`config.mk`:
```
export PLATFORM = sky130hd
export DESIGN_NAME = yuv_alpha_blend_pixel
export DESIGN_NICKNAME = d
export VERILOG_FILES = /design/src/hw/rtl/yab_pkg.sv /design/src/hw/rtl/yuv_alpha_blend_pixel.sv
export SDC_FILE = /design/constraint.sdc
export NUM_CORES = 2
export LEC_CHECK = 0
export ABC_AREA = 1
export CAP_MARGIN = 40
export CORE_MARGIN = 4
export CORE_UTILIZATION = 28
export DETAILED_ROUTE_END_ITERATION = 7
export DONT_BUFFER_PORTS = 1
export GPL_ROUTABILITY_DRIVEN = 0
export MAX_ROUTING_LAYER = met4
export PLACE_DENSITY = 0.38
export SETUP_SLACK_MARGIN = 0.05
export SYNTH_ARGS = -nofsm -noshare
export SYNTH_HDL_FRONTEND = slang
export SYNTH_SLANG_ARGS = --single-unit
```
`constraint.sdc`:
```
create_clock -name clk -period 15.1 [get_ports clk]
set_input_delay 1.51 -clock clk [delete_from_list [all_inputs] [get_ports clk]]
set_output_delay 1.51 -clock clk [all_outputs]
set_load 0.05 [all_outputs]
```
`src/hw/rtl/yab_pkg.sv`:
```
package yab_pkg;

  // fixed field widths
  localparam int PIX_W      = 8;
  localparam int ALPHA_W    = 9;
  localparam int CFG_IDX_W  = 1;
  localparam int CFG_DATA_W = 9;

  // register indexes
  localparam logic [CFG_IDX_W-1:0] CFG_ALPHA      = 1'd0;
  localparam logic [CFG_IDX_W-1:0] CFG_BLEND_MODE = 1'd1;

  localparam logic [ALPHA_W-1:0] ALPHA_RESET = 9'd128;

  // blend weights are in 256ths
  localparam int WEIGHT_SHIFT = 8;
  localparam int WEIGHT_ONE   = 256;

  // rgb after conversion stays inside +/-1023
  localparam int RGB_W  = 11;
  // weight times rgb, and the sum of two of them
  localparam int PROD_W = 22;
  // blended rgb stays inside +/-4095
  localparam int MIX_W  = 13;

  typedef struct packed {
    logic signed [RGB_W-1:0] r;
    logic signed [RGB_W-1:0] g;
    logic signed [RGB_W-1:0] b;
  } rgb_t;

  typedef struct packed {
    logic signed [PROD_W-1:0] r;
    logic signed [PROD_W-1:0] g;
    logic signed [PROD_W-1:0] b;
  } prod_rgb_t;

  typedef struct packed {
    logic signed [MIX_W-1:0] r;
    logic signed [MIX_W-1:0] g;
    logic signed [MIX_W-1:0] b;
  } mix_t;

endpackage

```
`src/hw/rtl/yuv_alpha_blend_pixel.sv`:
```
// Per-pixel alpha blend of YUV video done in RGB space. Each item carries Y, U and V of
// frame A and frame B plus a chroma-site flag; the block converts both to RGB (truncated
// toward zero), scales A by alpha/256 in fade mode or mixes alpha/256 of A with
// (256-alpha)/256 of B in overlay mode, and converts back to Y and, at chroma sites,
// U and V with the +128 offset. Outputs keep the low 8 bits, no clamping; cb_out and
// cr_out are 0 away from chroma sites. The datapath is four register stages (rgb
// conversion, weight multiply, sum and divide by 256, yuv conversion into the output
// register), which an item passes through in order; one item can be taken every clock
// while in_stall is low. Each stage moves forward whenever the stage after it is
// empty or moving, so bubbles are squeezed out under out_stall and in_stall rises only
// when all four stages hold items. Write alpha and blend_mode only while the pipeline
// is empty; coefficients are held with COEF_FRAC_BITS fraction bits (8 to 16).
module yuv_alpha_blend_pixel
  import yab_pkg::*;
#(
  parameter int COEF_FRAC_BITS = 10
) (
  input  logic                  clk,
  input  logic                  rst_n,
  // configuration
  input  logic                  cfg_we,
  input  logic [CFG_IDX_W-1:0]  cfg_index,
  input  logic [CFG_DATA_W-1:0] cfg_data,
  // input items
  input  logic                  in_valid,
  output logic                  in_stall,
  input  logic [PIX_W-1:0]      in_luma_a,
  input  logic [PIX_W-1:0]      in_cb_a,
  input  logic [PIX_W-1:0]      in_cr_a,
  input  logic [PIX_W-1:0]      in_luma_b,
  input  logic [PIX_W-1:0]      in_cb_b,
  input  logic [PIX_W-1:0]      in_cr_b,
  input  logic                  in_chroma_site,
  // result items
  output logic                  out_valid,
  input  logic                  out_stall,
  output logic [PIX_W-1:0]      out_luma_out,
  output logic [PIX_W-1:0]      out_cb_out,
  output logic [PIX_W-1:0]      out_cr_out,
  output logic                  out_chroma_valid
);

  localparam int F   = COEF_FRAC_BITS;
  // yuv to rgb sum width
  localparam int S1W = F + 11;
  // rgb to yuv sum width
  localparam int S4W = F + 16;

  // yuv to rgb coefficients, rounded half up from thousandths
  localparam logic signed [S1W-1:0] K_RV = S1W'((1140 * (2 ** F) + 500) / 1000);
  localparam logic signed [S1W-1:0] K_GU = S1W'((394 * (2 ** F) + 500) / 1000);
  localparam logic signed [S1W-1:0] K_GV = S1W'((581 * (2 ** F) + 500) / 1000);
  localparam logic signed [S1W-1:0] K_BU = S1W'((2032 * (2 ** F) + 500) / 1000);

  // rgb to yuv coefficients
  localparam logic signed [S4W-1:0] K_YR = S4W'((299 * (2 ** F) + 500) / 1000);
  localparam logic signed [S4W-1:0] K_YG = S4W'((587 * (2 ** F) + 500) / 1000);
  localparam logic signed [S4W-1:0] K_YB = S4W'((114 * (2 ** F) + 500) / 1000);
  localparam logic signed [S4W-1:0] K_UR = S4W'((147 * (2 ** F) + 500) / 1000);
  localparam logic signed [S4W-1:0] K_UG = S4W'((289 * (2 ** F) + 500) / 1000);
  localparam logic signed [S4W-1:0] K_UB = S4W'((436 * (2 ** F) + 500) / 1000);
  localparam logic signed [S4W-1:0] K_VR = S4W'((615 * (2 ** F) + 500) / 1000);
  localparam logic signed [S4W-1:0] K_VG = S4W'((515 * (2 ** F) + 500) / 1000);
  localparam logic signed [S4W-1:0] K_VB = S4W'((100 * (2 ** F) + 500) / 1000);
  localparam logic signed [S4W-1:0] K_OFF = S4W'(128 * (2 ** F));

  // divide by 2^F toward zero, keep the rgb width
  function automatic logic signed [RGB_W-1:0] rgb_trunc(input logic signed [S1W-1:0] s);
    logic signed [S1W-1:0] q;
    q = s >>> F;
    if (s[S1W-1] && (s[F-1:0] != '0)) begin
      q = q + S1W'(1);
    end
    return q[RGB_W-1:0];
  endfunction

  function automatic rgb_t to_rgb(input logic [PIX_W-1:0] y,
                                  input logic [PIX_W-1:0] u,
                                  input logic [PIX_W-1:0] v);
    logic signed [S1W-1:0] ys;
    logic signed [S1W-1:0] uc;
    logic signed [S1W-1:0] vc;
    rgb_t res;
    ys = S1W'($signed({1'b0, y})) <<< F;
    uc = S1W'($signed({1'b0, u}) - 10'sd128);
    vc = S1W'($signed({1'b0, v}) - 10'sd128);
    res.r = rgb_trunc(ys + K_RV * vc);
    res.g = rgb_trunc(ys - K_GU * uc - K_GV * vc);
    res.b = rgb_trunc(ys + K_BU * uc);
    return res;
  endfunction

  // divide by 256 toward zero
  function automatic logic signed [MIX_W-1:0] mix_trunc(input logic signed [PROD_W-1:0] s);
    logic signed [PROD_W-1:0] q;
    q = s >>> WEIGHT_SHIFT;
    if (s[PROD_W-1] && (s[WEIGHT_SHIFT-1:0] != '0)) begin
      q = q + PROD_W'(1);
    end
    return q[MIX_W-1:0];
  endfunction

  // divide by 2^F toward zero, keep the low 8 bits
  function automatic logic [PIX_W-1:0] pix_trunc(input logic signed [S4W-1:0] s);
    logic signed [S4W-1:0] q;
    q = s >>> F;
    if (s[S4W-1] && (s[F-1:0] != '0)) begin
      q = q + S4W'(1);
    end
    return q[PIX_W-1:0];
  endfunction

  // configuration registers
  logic [ALPHA_W-1:0] alpha_r;
  logic               blend_mode_r;

  always_ff @(posedge clk) begin
    if (!rst_n) begin
      alpha_r      <= ALPHA_RESET;
      blend_mode_r <= 1'b0;
    end else if (cfg_we) begin
      case (cfg_index)
        CFG_ALPHA:      alpha_r      <= cfg_data[ALPHA_W-1:0];
        CFG_BLEND_MODE: blend_mode_r <= cfg_data[0];
        default:        ;
      endcase
    end
  end

  // pipeline registers
  logic      s1_valid_r, s2_valid_r, s3_valid_r, out_valid_r;
  logic      s1_site_r, s2_site_r, s3_site_r;
  rgb_t      s1_a_r, s1_b_r;
  rgb_t      s1_a_nxt, s1_b_nxt;
  prod_rgb_t s2_pa_r, s2_pb_r;
  prod_rgb_t s2_pa_nxt, s2_pb_nxt;
  mix_t      s3_mix_r;
  mix_t      s3_mix_nxt;
  logic [PIX_W-1:0] luma_r, cb_r, cr_r;
  logic [PIX_W-1:0] luma_nxt, cb_nxt, cr_nxt;
  logic      chroma_r;

  // per-stage ready chain
  logic out_ready, s3_ready, s2_ready, s1_ready;

  assign out_ready = !out_valid_r || !out_stall;
  assign s3_ready  = !s3_valid_r || out_ready;
  assign s2_ready  = !s2_valid_r || s3_ready;
  assign s1_ready  = !s1_valid_r || s2_ready;
  assign in_stall  = !s1_ready;

  // stage 1: yuv to rgb for both frames
  always_comb begin
    s1_a_nxt = to_rgb(in_luma_a, in_cb_a, in_cr_a);
    s1_b_nxt = to_rgb(in_luma_b, in_cb_b, in_cr_b);
  end

  // stage 2: weight products, frame b drops out in fade mode
  logic signed [PROD_W-1:0] w_a, w_b;

  always_comb begin
    w_a = PROD_W'($signed({1'b0, alpha_r}));
    w_b = PROD_W'(WEIGHT_ONE) - w_a;
    s2_pa_nxt.r = w_a * PROD_W'(s1_a_r.r);
    s2_pa_nxt.g = w_a * PROD_W'(s1_a_r.g);
    s2_pa_nxt.b = w_a * PROD_W'(s1_a_r.b);
    if (blend_mode_r) begin
      s2_pb_nxt.r = w_b * PROD_W'(s1_b_r.r);
      s2_pb_nxt.g = w_b * PROD_W'(s1_b_r.g);
      s2_pb_nxt.b = w_b * PROD_W'(s1_b_r.b);
    end else begin
      s2_pb_nxt = '0;
    end
  end

  // stage 3: mix and divide by 256
  always_comb begin
    s3_mix_nxt.r = mix_trunc(s2_pa_r.r + s2_pb_r.r);
    s3_mix_nxt.g = mix_trunc(s2_pa_r.g + s2_pb_r.g);
    s3_mix_nxt.b = mix_trunc(s2_pa_r.b + s2_pb_r.b);
  end

  // stage 4: rgb back to yuv
  logic signed [S4W-1:0] mr, mg, mb;

  always_comb begin
    mr = S4W'(s3_mix_r.r);
    mg = S4W'(s3_mix_r.g);
    mb = S4W'(s3_mix_r.b);
    luma_nxt = pix_trunc(K_YR * mr + K_YG * mg + K_YB * mb);
    if (s3_site_r) begin
      cb_nxt = pix_trunc(K_UB * mb - K_UR * mr - K_UG * mg + K_OFF);
      cr_nxt = pix_trunc(K_VR * mr - K_VG * mg - K_VB * mb + K_OFF);
    end else begin
      cb_nxt = '0;
      cr_nxt = '0;
    end
  end

  // valid bits
  always_ff @(posedge clk) begin
    if (!rst_n) begin
      s1_valid_r  <= 1'b0;
      s2_valid_r  <= 1'b0;
      s3_valid_r  <= 1'b0;
      out_valid_r <= 1'b0;
    end else begin
      if (s1_ready) begin
        s1_valid_r <= in_valid;
      end
      if (s2_ready) begin
        s2_valid_r <= s1_valid_r;
      end
      if (s3_ready) begin
        s3_valid_r <= s2_valid_r;
      end
      if (out_ready) begin
        out_valid_r <= s3_valid_r;
      end
    end
  end

  // payload, loaded only when an item moves in
  always_ff @(posedge clk) begin
    if (s1_ready && in_valid) begin
      s1_a_r    <= s1_a_nxt;
      s1_b_r    <= s1_b_nxt;
      s1_site_r <= in_chroma_site;
    end
    if (s2_ready && s1_valid_r) begin
      s2_pa_r   <= s2_pa_nxt;
      s2_pb_r   <= s2_pb_nxt;
      s2_site_r <= s1_site_r;
    end
    if (s3_ready && s2_valid_r) begin
      s3_mix_r  <= s3_mix_nxt;
      s3_site_r <= s2_site_r;
    end
    if (out_ready && s3_valid_r) begin
      luma_r   <= luma_nxt;
      cb_r     <= cb_nxt;
      cr_r     <= cr_nxt;
      chroma_r <= s3_site_r;
    end
  end

  assign out_valid        = out_valid_r;
  assign out_luma_out     = luma_r;
  assign out_cb_out       = cb_r;
  assign out_cr_out       = cr_r;
  assign out_chroma_valid = chroma_r;

  // chroma fields are zero away from chroma sites
  a_chroma_zero: assert property (@(posedge clk) disable iff (!rst_n)
    out_valid_r && !chroma_r |-> (cb_r == '0) && (cr_r == '0))
    else $error("chroma fields nonzero away from chroma site");

  // input backs up only with every stage occupied
  a_stall_full: assert property (@(posedge clk) disable iff (!rst_n)
    in_stall |-> s1_valid_r && s2_valid_r && s3_valid_r && out_valid_r)
    else $error("input stalled with a free stage");

  // a blocked mix stage keeps its item
  a_s3_hold: assert property (@(posedge clk) disable iff (!rst_n)
    s3_valid_r && !s3_ready |=> s3_valid_r && $stable(s3_mix_r) && $stable(s3_site_r))
    else $error("mix stage lost its item under stall");

  // an item leaving the mix stage lands in the output register
  a_s3_advance: assert property (@(posedge clk) disable iff (!rst_n)
    s3_valid_r && out_ready |=> out_valid_r)
    else $error("item dropped between mix stage and output");

endmodule
```
## Word-level counts from Yosys, hierarchy flattened

Cells that the tools add are included.

- Flip-flop bits (word level): 279
- Input bits: 64
- Output and inout port bits: 27
- Logic and storage cells: 140

- Add/subtract/negate cells: 36
- Multipliers: 23
- Mux-type cells: 12
- Bitwise gates (word level): 1
- Reduce and logical (&&, ||, !) cells: 40

Operators by type and width:

| cell | count |
|---|---|
| $mul 10x11->21 | 6 |
| $reduce_bool 10->1 | 9 |
| $add 19x21->21 | 4 |
| $add 11x2->11 const B | 6 |
| $add 22x22->22 | 3 |
| $mul 9x13->22 const A | 3 |
| $mux 11 | 6 |
| $mul 11x13->24 const A | 2 |
| $mul 12x9->21 const A | 2 |
| $mul 13x9->21 const A | 2 |
| $sub 20x20->21 | 2 |
| $mul 11x9->20 const A | 2 |
| $mul 7x13->20 const A | 2 |
| $sub 19x19->20 | 2 |
| $add 13x2->13 const B | 3 |
| $mux 13 | 3 |
| $mul 10x9->19 const A | 2 |
| $sub 8x8->9 const B | 4 |
| $add 25x19->26 const B | 1 |
| $add 25x21->26 | 1 |
| $add 26x19->26 const B | 1 |
| $sub 25x21->26 | 1 |
| $add 23x24->25 | 1 |
| $sub 24x23->25 | 1 |
| other kinds (13) | 43 |

## Longest topological paths before layout

- Depth in word-level cells: 7
- Mapped depth: 44
- Gate-level depth less buffers: 43

## Worst setup path before layout

Ideal clock, no wire load.

- Path kind: register -> register
- From: register s3_mix_r (netlist bit mr[12])
- To: register cr_r[7] (netlist: out_cr_out[7]), data pin
- Setup time: 255 ps
- Arrival time: 8848 ps
- Data required time: 14845 ps
- Path slack: 5998 ps
- Stages on the path, launching flop included: 43
- Path buffers: 3
- Clock period less this slack: 9102 ps
- Cell sequence: edfxtp_1 -> buf_2 -> inv_1 -> buf_1 -> ha_1 -> inv_1 -> fa_1 -> inv_1 -> fa_1 -> fa_1 -> inv_1 -> fa_1 -> inv_1 -> ha_1 -> nand2_1 -> nor4_1 -> nand4_1 -> nand3_1 -> (+7 left out) -> inv_1 -> fa_1 -> inv_1 -> fa_1 -> inv_1 -> ha_1 -> nand2_1 -> nor2_1 -> nand2_1 -> nor2_1 -> nand2_1 -> nand4_1 -> nand2_1 -> nor2_1 -> buf_4 -> nand3_1 -> nand2_1 -> nor2_1

- Longest elaborated chain between the ends: 6
- Elaborated cells on any way between the ends: 7
- Those cells by class: add/sub (4); mul (1); mux (1); reduce/logical (1)

Ends and longest elaborated chain:

| what | RTL line | source |
|---|---|---|
| from (decl) | yuv_alpha_blend_pixel.sv:137 | `mix_t s3_mix_r;` |
| from (signal assigned) | yuv_alpha_blend_pixel.sv:236 | `s3_mix_r <= s3_mix_nxt;` |
| $mul 10x13->23 * | yuv_alpha_blend_pixel.sv:193 | `cr_nxt = pix_trunc(K_VR * mr - K_VG * mg - K_VB * mb + K_OFF);` |
| $sub 24x24->25 * | yuv_alpha_blend_pixel.sv:193 |  |
| $sub 25x21->26 * | yuv_alpha_blend_pixel.sv:193 |  |
| $add 26x19->26 * | yuv_alpha_blend_pixel.sv:193 |  |
| $add 8x2->8 or $logic_and 1x1->1 (tied branches) | yuv_alpha_blend_pixel.sv:108, yuv_alpha_blend_pixel.sv:107 |  |
| $mux 8 * | yuv_alpha_blend_pixel.sv:107 | `if (s[S4W-1] && (s[F-1:0] != '0)) begin` |
| to (signal assigned) | yuv_alpha_blend_pixel.sv:242 | `cr_r <= cr_nxt;` |
| to (decl) | yuv_alpha_blend_pixel.sv:139 | `logic [PIX_W-1:0] luma_r, cb_r, cr_r;` |

Every way passes the cells marked *; elsewhere a longest branch is shown, timed or not.
A chain may end at the register's enable or synchronous reset.

## Worst setup path in the final report

- From: register s3_mix_r (netlist bit mr[11])
- To: register cr_r[0] (netlist: out_cr_out[0]), data pin

- Longest elaborated chain between the ends: 6

Ends and longest elaborated chain:

| what | RTL line |
|---|---|
| $mul 10x13->23 | yuv_alpha_blend_pixel.sv:193 |
| $sub 24x24->25 | yuv_alpha_blend_pixel.sv:193 |
| $sub 25x21->26 | yuv_alpha_blend_pixel.sv:193 |
| $add 26x19->26 | yuv_alpha_blend_pixel.sv:193 |
| $logic_and 1x1->1 | yuv_alpha_blend_pixel.sv:107 |
| $mux 8 | yuv_alpha_blend_pixel.sv:107 |

No other way between the ends.

==> metrics.md <==
| Metric | Value |
|---|---|
| Status | `finished clean` |
| CP Data Arrival Time | `between 10000 and 15000 ps` |
| # hold bufs at CTS | `0` |
| Final hold vios | `0` |
| Synth Warn # | `0` |
| Synth cell count leaders | `inv_1 (2765), nand2_1 (1725), ha_1 (1307)` |
| I/O Buffers | `0` |
| Total clock sinks | `273` |
| Row count | `195` |
| Worst hold-check path type | `register to register` |
| Total Wirelength | `~230000 microns` |
| Pre-antenna DRT Iters | `6` |
| IO Pins | `91` |
| Top cells by area, synth | `fa_1 (30%), ha_1 (21%), inv_1 (13%)` |
| H-tree Lvls | `2` |
| Setup TNS | `0 ps` |
| Fin crit period | `approximately 9900 ps` |
| Clk root buf | `clkbuf_16` |
| Most frequent CP cell | `inv_1` |
| Most common cell in the synthesized netlist | `inv_1` |
| Crit Path Max Fanout | `12` |
| Top cell type by total area after synthesis | `fa_1` |
| DR WL/cell | `between 15 and 20 microns` |
| Clock transition at the registers of the reported paths | `approximately 60 ps` |
| Fmax | `approximately 0.10 GHz` |
| Total track usage | `0.165` |
| Syn Area/Cell | `a little over 8 sq um` |
| Post-synth ARST share | `0` |
| Worst-Skew Late Latency | `roughly 690 ps` |
| WP data required | `approximately 16000 ps` |
| Setup violators final | `0` |
| Nets@finish | `12376` |
| Vias post-DR | `approximately 60000` |
| Number of CTS-inserted buffers | `43` |
| DIE AREA | `~290000 sq um` |
| Initial Util | `0.281` |
| Syn-to-layout area delta | `7.59%` |
| DRT iter0 DRCs | `between 2000 and 3000` |
| DRC | `0` |
| Top cell type's share of synthesized area | `0.299` |
| CTS tree | `built` |
| Final ANT Viol Nets | `0` |
| Setup crit end kind | `register` |
| GRT Residual Overflow | `0` |
| Worst setup SP type | `register` |
| Diodes inserted | `0` |
| Period utilization | `0.657` |
| EDFF count, synth | `between 200 and 300` |
| CTS max path bufs | `3` |
| Hold_ws | `~420 ps` |
| Seq/Total Area, Yosys | `0.101` |
| Worst Setup Path Type | `register to register` |
| Mapped Nets | `approximately 12000` |
| Post-CTS setup buffer count | `0` |
| Max-slew violations | `0` |
| Synthesized area | `79500 sq um` |
| Largest net degree at the start of global routing | `68` |
| Maxcap violations | `0` |
| Post-CTS sizing | `0` |
| RSZ-0062 raised after global routing | `no` |
| Distinct cells, synth | `56` |
| FF+latch count, synth | `about 270` |
| CP peak stage delay | `between 700 and 800 ps` |
| Clk_skew | `61.3 ps` |
| Vias/cell | `approximately 4.4` |
| Initial antenna violation count | `0` |
| Slew margin rel. | `0.414` |
| Core Region | `~280000 sq um` |
| Vias in the first global route | `64477` |
| Post-DP HPWL | `around 200000 microns` |
| Worst Tran Pin Value | `879 ps` |
| First-pass GRT wire length | `roughly 370000 microns` |
| Layout cells sized above 1 | `0.0212` |
| Mapped Cells | `9852` |
| Die width | `between 500 and 600 microns` |
| Die height | `541 microns` |
| Slowest-stage cell, CP | `edfxtp_1` |
| Top FF cell, synth | `edfxtp_1` |
==> per-stage QoR <==
stage	area (sq um)	worst slack [ps]	cells	util
5_1_grt	85500	4650	13594	0.303
6_report	85500	5190	13594	0.303
4_1_cts	85500	5230	13594	0.303
3_5_place_dp	84100	5280	13514	0.298
2_1_floorplan	79500	6000	9852	-
3_3_place_gp	84000	5400	13505	0.297
==> layer usage <==
layer  vias up  part of all wire  routed length, microns  global-route usage
li1      29847                 -                       -                   -
met1     29321              0.46                  107000               0.213
met2       670              0.50                  115000               0.287
met3       121             0.024                    5580              0.0127
met4         0             0.014                    3270              0.0240
met5         -                 0                       0                   -
==> logic make-up after synthesis <==
group                      share of synthesized area
adders and majority gates                      0.505
xor gates and xnor gates                      0.0438
AOI/OAI and AO/OA                             0.0587
DFF                                            0.101
buffers and inverters                          0.137
and+or+nand+nor                                0.154
==> flip-flops by register name (all words and copies together), names as in the netlist <==
| name | flops |
|---|---|
| s1_a_r | 33 |
| s2_site_r | 1 |
| s3_site_r | 1 |
| s3_valid_r | 1 |
| out_valid | 1 |
| mb | 13 |
| mg | 13 |
| s1_valid_r | 1 |
| mr | 13 |
| out_chroma_valid | 1 |
| out_cb_out | 8 |
| out_luma_out | 8 |
| s2_pa_r | 63 |
| out_cr_out | 8 |
| s2_valid_r | 1 |
| s1_b_r | 33 |
| s2_pb_r | 63 |
| blend_mode_r | 1 |
| alpha_r | 9 |
| s1_site_r | 1 |
==> layout make-up <==
type / instances / area, sq um
Multi-Input combinational cell: 6677 / 60500
Clock inverter: 30 / 305
Inverter: 2779 / 10400
Clock buffer: 50 / 1140
Fill cell: 30645 / 197000
Sequential cell: 273 / 8060
Timing Repair Buffer: 42 / 363
Tap cell: 3743 / 4680
==> final timing paths <==
check                                end  slack, ps                start  cells past startpoint
max          out_cr_out[0]$_SDFFCE_PN0P_       5190     mr[11]$_DFFE_PP_                     38
min                  s2_site_r$_DFFE_PP_        420  s1_site_r$_DFFE_PP_                      0
max reg2reg  out_cr_out[0]$_SDFFCE_PN0P_       5190     mr[11]$_DFFE_PP_                     38
min reg2reg          s2_site_r$_DFFE_PP_        420  s1_site_r$_DFFE_PP_                      0
==> cell usage in the layout (no fill, tap or decap), types with 146 or more instances in the layout <==
master / n
edfxtp_1: 259
xor2_1: 239
o21ai_0: 266
nor2_1: 579
ha_1: 1307
inv_1: 2764
xnor2_1: 146
a21oi_1: 448
fa_1: 1189
nand2_1: 1725
nand3_1: 336
==> critical path, delay by kind of cell (launching register included) <==
family                     cells  cell delay (ps)
AOI/OAI and AO/OA              5             1020
adders and majority gates     11             4600
and+or+nand+nor               10             1970
DFF                            1              720
buffers and inverters         10              950
xor gates and xnor gates       2              380
Power is left out: the tool's default activity adds up to more than one toggle a clock period on the data nets, which glitch-free logic cannot reach.
